[config.mk]
export PLATFORM = sky130hd
export DESIGN_NAME = fixed_width_number_to_ascii
export DESIGN_NICKNAME = d
export VERILOG_FILES = /design/src/sv/fwna_pkg.sv /design/src/sv/fwna_bcd_conv.sv /design/src/sv/fixed_width_number_to_ascii.sv
export SDC_FILE = /design/constraint.sdc
export NUM_CORES = 1
export LEC_CHECK = 0
export BUFFER_PORTS_ARGS = -buffer_cell sky130_fd_sc_hd__buf_4
export CELL_PAD_IN_SITES_DETAIL_PLACEMENT = 2
export CELL_PAD_IN_SITES_GLOBAL_PLACEMENT = 2
export CORE_ASPECT_RATIO = 0.9
export CORE_MARGIN = 1.5
export CORE_UTILIZATION = 43
export DETAILED_ROUTE_END_ITERATION = 12
export GPL_ROUTABILITY_DRIVEN = 0
export PLACE_DENSITY = 0.84
export SLEW_MARGIN = 20
export SYNTH_ARGS = -nofsm -noshare
export SYNTH_HDL_FRONTEND = slang
export SYNTH_SLANG_ARGS = --single-unit
[constraint.sdc]
create_clock -name clk -period 6.96 [get_ports clk]
set_input_delay 0.696 -clock clk [delete_from_list [all_inputs] [get_ports clk]]
set_output_delay 0.696 -clock clk [all_outputs]
set_load 0.01 [all_outputs]
[src/sv/fwna_pkg.sv]
// ----------------------------------------------------------------------------
// fwna_pkg: shared types and constants
// Character codes, mode codes and widths for the number-to-ASCII formatter.
// ----------------------------------------------------------------------------
`default_nettype none

package fwna_pkg;

	localparam int MAX_DIGITS = 32;
	localparam int BCD_DIGITS = 10;
	localparam int BCD_W      = BCD_DIGITS * 4;
	localparam int NUM_W      = 32;
	localparam int HEX_DIGITS = NUM_W / 4;

	localparam logic [1:0] FUNC_UDEC = 2'd0;
	localparam logic [1:0] FUNC_SDEC = 2'd1;
	localparam logic [1:0] FUNC_HEX  = 2'd2;
	localparam logic [1:0] FUNC_BIN  = 2'd3;

	localparam logic [6:0] ASCII_ZERO  = 7'h30;
	localparam logic [6:0] ASCII_UPPER = 7'h41;
	localparam logic [6:0] ASCII_PLUS  = 7'h2B;
	localparam logic [6:0] ASCII_MINUS = 7'h2D;

	// Handshake between the sequencer and the BCD converter.
	typedef struct packed {
		logic              load;
		logic [NUM_W-1:0]  value;
	} conv_req_t;

	function automatic logic [6:0] digit_to_ascii(input logic [3:0] d);
		logic [6:0] code;
		if (d < 4'd10) begin
			code = ASCII_ZERO + {3'd0, d};
		end else begin
			code = ASCII_UPPER + {3'd0, d - 4'd10};
		end
		return code;
	endfunction

endpackage

`default_nettype wire

[src/sv/fwna_bcd_conv.sv]
// ----------------------------------------------------------------------------
// fwna_bcd_conv: iterative binary to BCD converter
// Shift-and-add-3 over one input bit per cycle.
// ----------------------------------------------------------------------------
`default_nettype none

module fwna_bcd_conv
	import fwna_pkg::*;
(
	input  wire logic             clk,
	input  wire logic             arst_n,
	input  conv_req_t             req,
	output logic                  running,
	output logic [BCD_W-1:0]      bcd
);

	logic                 run_q;
	logic [4:0]           cnt_q;
	logic [NUM_W-1:0]     sh_q;
	logic [BCD_W-1:0]     bcd_q;
	logic [BCD_W-1:0]     adj;

	// Every BCD digit of five or more gets three added before the shift.
	always_comb begin
		for (int i = 0; i < BCD_DIGITS; i++) begin
			if (bcd_q[i*4 +: 4] >= 4'd5) begin
				adj[i*4 +: 4] = bcd_q[i*4 +: 4] + 4'd3;
			end else begin
				adj[i*4 +: 4] = bcd_q[i*4 +: 4];
			end
		end
	end

	always_ff @(posedge clk or negedge arst_n) begin
		if (!arst_n) begin
			run_q <= 1'b0;
			cnt_q <= '0;
		end else if (req.load) begin
			run_q <= 1'b1;
			cnt_q <= '0;
		end else if (run_q) begin
			cnt_q <= cnt_q + 5'd1;
			if (cnt_q == 5'd31) begin
				run_q <= 1'b0;
			end
		end
	end

	always_ff @(posedge clk) begin
		if (req.load) begin
			sh_q  <= req.value;
			bcd_q <= '0;
		end else if (run_q) begin
			sh_q  <= {sh_q[NUM_W-2:0], 1'b0};
			bcd_q <= {adj[BCD_W-2:0], sh_q[NUM_W-1]};
		end
	end

	assign running = run_q;
	assign bcd     = bcd_q;

endmodule

`default_nettype wire

[src/sv/fixed_width_number_to_ascii.sv]
// ----------------------------------------------------------------------------
// fixed_width_number_to_ascii: fixed-width number formatter
// Emits one ASCII character per cycle once its digits are ready, most significant digit first.
// ----------------------------------------------------------------------------
// Decimal modes first run the value through the shared BCD shift-and-add-3 unit,
// then emit one character per cycle, with the sign first in signed mode.
// Hex and binary skip the converter.
// In hex and binary the first character follows start through ST_DIGIT and the output register.
// Results are strobed for one cycle each; the receiver cannot stall.
// Reset (arst_n low) returns the sequencer to idle and clears the strobe.
`default_nettype none

module fixed_width_number_to_ascii
	import fwna_pkg::*;
(
	input  wire logic         clk,
	input  wire logic         arst_n,
	input  wire logic         start,
	output logic              busy,
	input  wire logic [1:0]   func,
	input  wire logic [31:0]  number,
	input  wire logic [5:0]   digit_count,
	input  wire logic [2:0]   line_number,
	input  wire logic [4:0]   start_column,
	output logic              strobe,
	output logic [2:0]        out_line,
	output logic [6:0]        out_column,
	output logic [6:0]        char_code,
	output logic              last_char
);

	localparam logic [1:0] ST_IDLE  = 2'd0;
	localparam logic [1:0] ST_CONV  = 2'd1;
	localparam logic [1:0] ST_SIGN  = 2'd2;
	localparam logic [1:0] ST_DIGIT = 2'd3;

	logic [1:0]        state_q;
	logic [1:0]        func_q;
	logic [NUM_W-1:0]  mag_q;
	logic              neg_q;
	logic              zero_cnt_q;
	logic [4:0]        pos_q;
	logic [5:0]        offs_q;
	logic [2:0]        line_q;
	logic [4:0]        col_q;

	logic              strobe_q;
	logic [2:0]        out_line_q;
	logic [6:0]        out_column_q;
	logic [6:0]        char_code_q;
	logic              last_char_q;

	logic              accept;
	logic              is_dec;
	logic [5:0]        cnt_sat;
	logic              in_neg;
	logic [NUM_W-1:0]  in_mag;
	conv_req_t         conv_req;
	logic              conv_running;
	logic [BCD_W-1:0]  bcd;
	logic [3:0]        bcd_arr [BCD_DIGITS];
	logic [3:0]        hex_arr [HEX_DIGITS];
	logic [3:0]        digit;
	logic [6:0]        column;

	assign accept  = start && (state_q == ST_IDLE);
	assign busy    = (state_q != ST_IDLE);
	assign is_dec  = (func == FUNC_UDEC) || (func == FUNC_SDEC);
	assign cnt_sat = (digit_count > 6'(MAX_DIGITS)) ? 6'(MAX_DIGITS) : digit_count;
	assign in_neg  = (func == FUNC_SDEC) && number[NUM_W-1];
	assign in_mag  = in_neg ? (~number + 32'd1) : number;

	assign conv_req.load  = accept && is_dec;
	assign conv_req.value = in_mag;

	fwna_bcd_conv u_conv (
		.clk     (clk),
		.arst_n  (arst_n),
		.req     (conv_req),
		.running (conv_running),
		.bcd     (bcd)
	);

	always_comb begin
		for (int i = 0; i < BCD_DIGITS; i++) begin
			bcd_arr[i] = bcd[i*4 +: 4];
		end
		for (int i = 0; i < HEX_DIGITS; i++) begin
			hex_arr[i] = mag_q[i*4 +: 4];
		end
	end

	// Positions above the number's width read as zero.
	always_comb begin
		unique case (func_q)
			FUNC_HEX: begin
				digit = (pos_q < 5'(HEX_DIGITS)) ? hex_arr[pos_q[2:0]] : 4'd0;
			end
			FUNC_BIN: begin
				digit = {3'd0, mag_q[pos_q]};
			end
			default: begin
				digit = (pos_q < 5'(BCD_DIGITS)) ? bcd_arr[pos_q[3:0]] : 4'd0;
			end
		endcase
	end

	assign column = {2'd0, col_q} + {1'b0, offs_q};

	always_ff @(posedge clk or negedge arst_n) begin
		if (!arst_n) begin
			state_q  <= ST_IDLE;
			strobe_q <= 1'b0;
		end else begin
			strobe_q <= 1'b0;
			unique case (state_q)
				ST_IDLE: begin
					if (accept) begin
						if (is_dec) begin
							state_q <= ST_CONV;
						end else if (cnt_sat != 6'd0) begin
							state_q <= ST_DIGIT;
						end
					end
				end
				ST_CONV: begin
					if (!conv_running) begin
						if (func_q == FUNC_SDEC) begin
							state_q <= ST_SIGN;
						end else if (zero_cnt_q) begin
							state_q <= ST_IDLE;
						end else begin
							state_q <= ST_DIGIT;
						end
					end
				end
				ST_SIGN: begin
					strobe_q <= 1'b1;
					state_q  <= zero_cnt_q ? ST_IDLE : ST_DIGIT;
				end
				ST_DIGIT: begin
					strobe_q <= 1'b1;
					if (pos_q == 5'd0) begin
						state_q <= ST_IDLE;
					end
				end
				default: begin
					state_q <= ST_IDLE;
				end
			endcase
		end
	end

	always_ff @(posedge clk) begin
		if (accept) begin
			func_q     <= func;
			mag_q      <= in_mag;
			neg_q      <= in_neg;
			zero_cnt_q <= (cnt_sat == 6'd0);
			pos_q      <= 5'(cnt_sat - 6'd1);
			offs_q     <= '0;
			line_q     <= line_number;
			col_q      <= start_column;
		end else if (state_q == ST_SIGN) begin
			offs_q <= offs_q + 6'd1;
		end else if (state_q == ST_DIGIT) begin
			offs_q <= offs_q + 6'd1;
			pos_q  <= pos_q - 5'd1;
		end
	end

	always_ff @(posedge clk) begin
		out_line_q   <= line_q;
		out_column_q <= column;
		if (state_q == ST_SIGN) begin
			char_code_q <= neg_q ? ASCII_MINUS : ASCII_PLUS;
			last_char_q <= zero_cnt_q;
		end else begin
			char_code_q <= digit_to_ascii(digit);
			last_char_q <= (pos_q == 5'd0);
		end
	end

	assign strobe     = strobe_q;
	assign out_line   = out_line_q;
	assign out_column = out_column_q;
	assign char_code  = char_code_q;
	assign last_char  = last_char_q;

endmodule

`default_nettype wire

==> results.toml <==
[setup_path]
worstRegToRegCells = 10
cp-startpoint = "pos_q[0]"
cp-start-kind = "flop"
end_kind = "flop"
required_ns = 7.32
worstPathArrival_ns = 3.99
cp_max_fo = 28
rr_endpoint = "char_code[2]"
r2r_setup_slack_ns = 3.33
critPathKind = "reg -> reg"
rr_startpoint = "pos_q[0]"

[clock_tree]
htreeDepth = 4
clk_path_buf_depth = 2
clock_sinks = 154
post-cts-setup-buffers = 0
clockRootBuffer = "clkbuf_16"
clk_latency_ns = 0.44
cts_made_buffers = 17
clkTransAtPathRegs_ns = 0.07
postCtsHoldBufs = 0
cts_tree = "yes"
ctsResizeCount = 0

[yosys]
synth-edff-count = 81
synth_top_cell_area_share_pct = 29.2
synth.cell_area_um2 = 8320
syn_nets = 873
synthArstFlopShare_pct = 5.84
syn_inst = 789
synth_top_area_cell = "edfxtp_1"
yosysSeqAreaShare_pct = 47.3
synth.area.top_cells = "edfxtp_1 29%, dfxtp_1 15%, ha_1 4.8%, mux2i_1 4.5%, a21oi_1 4.3%"
synth_warnings = 0
ys.flop_type = "edfxtp_1"
ys_ff_latch = 154
yosysUniqueCellTypes = 69
avgSynthCellArea_um2 = 10.5

[timing]
finClkSkew_ns = 0.0109
clock.fmax_mhz = 275
slew-limit-headroom_pct = 25.1
final_max_slew_viol_count = 0
hold_viol_final = 0
tightest_slew_ns = 1.12
fin_crit_ns = 3.63
rsz0062_at_grt = "false"
setup_viol_count_final = 0
finalSetupTns_ns = 0
fin_crit_sh_pct = 52.2

[global_routing]
groute.usage.overall_pct = 28.1
grt_pass1_vias = 7224
grt-ovfl-total = 0
antenna_found_initial = 1
grt_start_max_net_pins = 51
grt_pass1_wl_um = 42000

[placement]
hpwl_um = 19200
port_buffers = 70
place_inst = 1080

[detailed_routing]
wire_per_inst_um = 24.3
routed_wl_um = 27000
vias = 6419
dr.pass1.iters = 4
drtIter0Drc = 366
routed_via_density = 5.77
drc_errors = 0
ant_nets = 0

[die]
die_h_um = 135
pin_count = 71
core_um2 = 19000
start_util_pct = 43.7
fp-row-count = 48
die_area_um2 = 20200
die_x_um = 150

[final_layout]
final_nets = 933
final.fill_count = 1961
insertedDiodeCount = 0
utilization_pct = 50.4
fin_cells = 1112
areaGrowthSynthToFinish_pct = 15.4
drive_gt1_share_pct = 18.4

[job]
maxCapViolCount = 0

[power_and_ir_drop]
leakage_nw = 3.83
powerDensity_nw_per_um2 = 476
peakVddDrop_v = 0.000208

[status]
status = "finished, final reports clean"

[worst_hold_path]
hp-class = "in -> async"
## power by group
| part | internal (mW) | total, mW | leakage, nW | switching (mW) |
|---|---|---|---|---|
| Clock | 0.536 | 0.959 | 0.278 | 0.422 |
| Combinational | 0.787 | 1.85 | 2.15 | 1.07 |
| Sequential | 1.36 | 1.75 | 1.41 | 0.390 |
| Total | 2.69 | 4.57 | 3.83 | 1.88 |
## area by class of cell
class	instances	area [um^2]	share of cell area, %
repair buffers	75	563	5.86
clock inverters	15	166	1.73
flip-flops and latches	154	3940	41.0
clock buffers	17	425	4.43
inverters	43	161	1.68
multi-input cells	558	4040	42.0
well taps	250	313	3.26
## worst max path at each step
stage	slack [ns]	to	depth (start not counted)
floorplan	3.38	u_conv.sh_q[0]	5
CTS	3.36	char_code[2]	10
finish	3.33	char_code[2]	10
global placement	3.65	char_code[2]	9
global route	3.23	char_code[2]	9
detailed placement	3.47	char_code[2]	10
## cells by family (layout without fill, tap and decap cells)
family / count (synthesis) / in the layout / share of synthesized area [%]
and+or+nand+nor: 234 / 234 / 13.7
AOI/OAI and AO/OA: 157 / 157 / 11.5
DFF: 154 / 154 / 47.3
muxes: 78 / 78 / 12.3
buffers and inverters: 77 / 150 / 4.23
xor gates and xnor gates: 56 / 56 / 5.90
adders and majority gates: 33 / 33 / 5.05
## critical path: stages (launching register included)
cell	delay, ns
edfxtp_1	0.84
buf_4	0.56
mux2i_1	0.20
mux4_2	0.49
o22ai_1	0.30
a21o_1	0.23
inv_1	0.07
ha_1	0.30
xor2_1	0.18
a211o_1	0.24
a21oi_1	0.14
## flip-flops by register name, indices dropped and copies added (netlist names)
signal	flops
pos_q	5
last_char	1
strobe	1
u_conv.cnt_q	5
u_conv.running	1
neg_q	1
func_q	2
char_code	7
zero_cnt_q	1
out_column	7
offs_q	6
line_q	3
col_q	5
state_q	2
u_conv.sh_q	32
mag_q	32
out_line	3
u_conv.bcd	40
## cells in the mapped netlist, types with 4 or more instances
master / n
a211oi_1: 5
a21oi_1: 72
and3_1: 5
buf_2: 4
clkbuf_1: 20
dfrtp_1: 9
dfxtp_1: 64
edfxtp_1: 81
ha_1: 32
inv_1: 41
mux2_2: 25
mux2i_1: 37
mux4_1: 4
mux4_2: 12
nand2_1: 69
nand2b_1: 15
nand3_1: 13
nand4_1: 4
nor2_1: 73
nor3_1: 17
nor3b_1: 9
o211ai_1: 5
o21ai_0: 36
o22ai_1: 4
o31ai_1: 7
or3_1: 4
or4_1: 5
xnor2_1: 30
xor2_1: 26
## placed cells by master (no fill, tap or decap), types with 5 or more instances in the layout
master / n
xnor2_1: 30
o31ai_1: 7
nor3_1: 17
nor3b_1: 9
clkbuf_16: 17
dfrtp_1: 9
o211ai_1: 5
mux2i_1: 37
nand2b_1: 15
a211oi_1: 5
a21oi_1: 72
mux4_2: 12
nand3_1: 13
dfxtp_1: 64
nand2_1: 69
buf_4: 75
inv_1: 41
ha_1: 32
mux2_2: 25
o21ai_0: 36
nor2_1: 72
edfxtp_1: 81
xor2_1: 26
and3_1: 5
or4_1: 5
## metrics by stage
step	instance area, um^2	hold WS [ns]	setup WS, ns	total power [mW]
6_report	9600	0.0739	3.33	4.57
5_1_grt	9600	0.0641	3.23	4.83
3_5_place_dp	9010	0.335	3.47	3.55
2_1_floorplan	8320	0.323	3.38	2.95
4_1_cts	9600	0.0621	3.36	4.58
3_3_place_gp	9010	0.325	3.65	3.28
## routing by layer
layer	track usage, %	share of wire [%]
met1	34.0	42
met2	49.0	51
met3	4.80	3.6
met4	12.4	3.0
met5	0	0.048
Power figures use the tool's default switching activity.
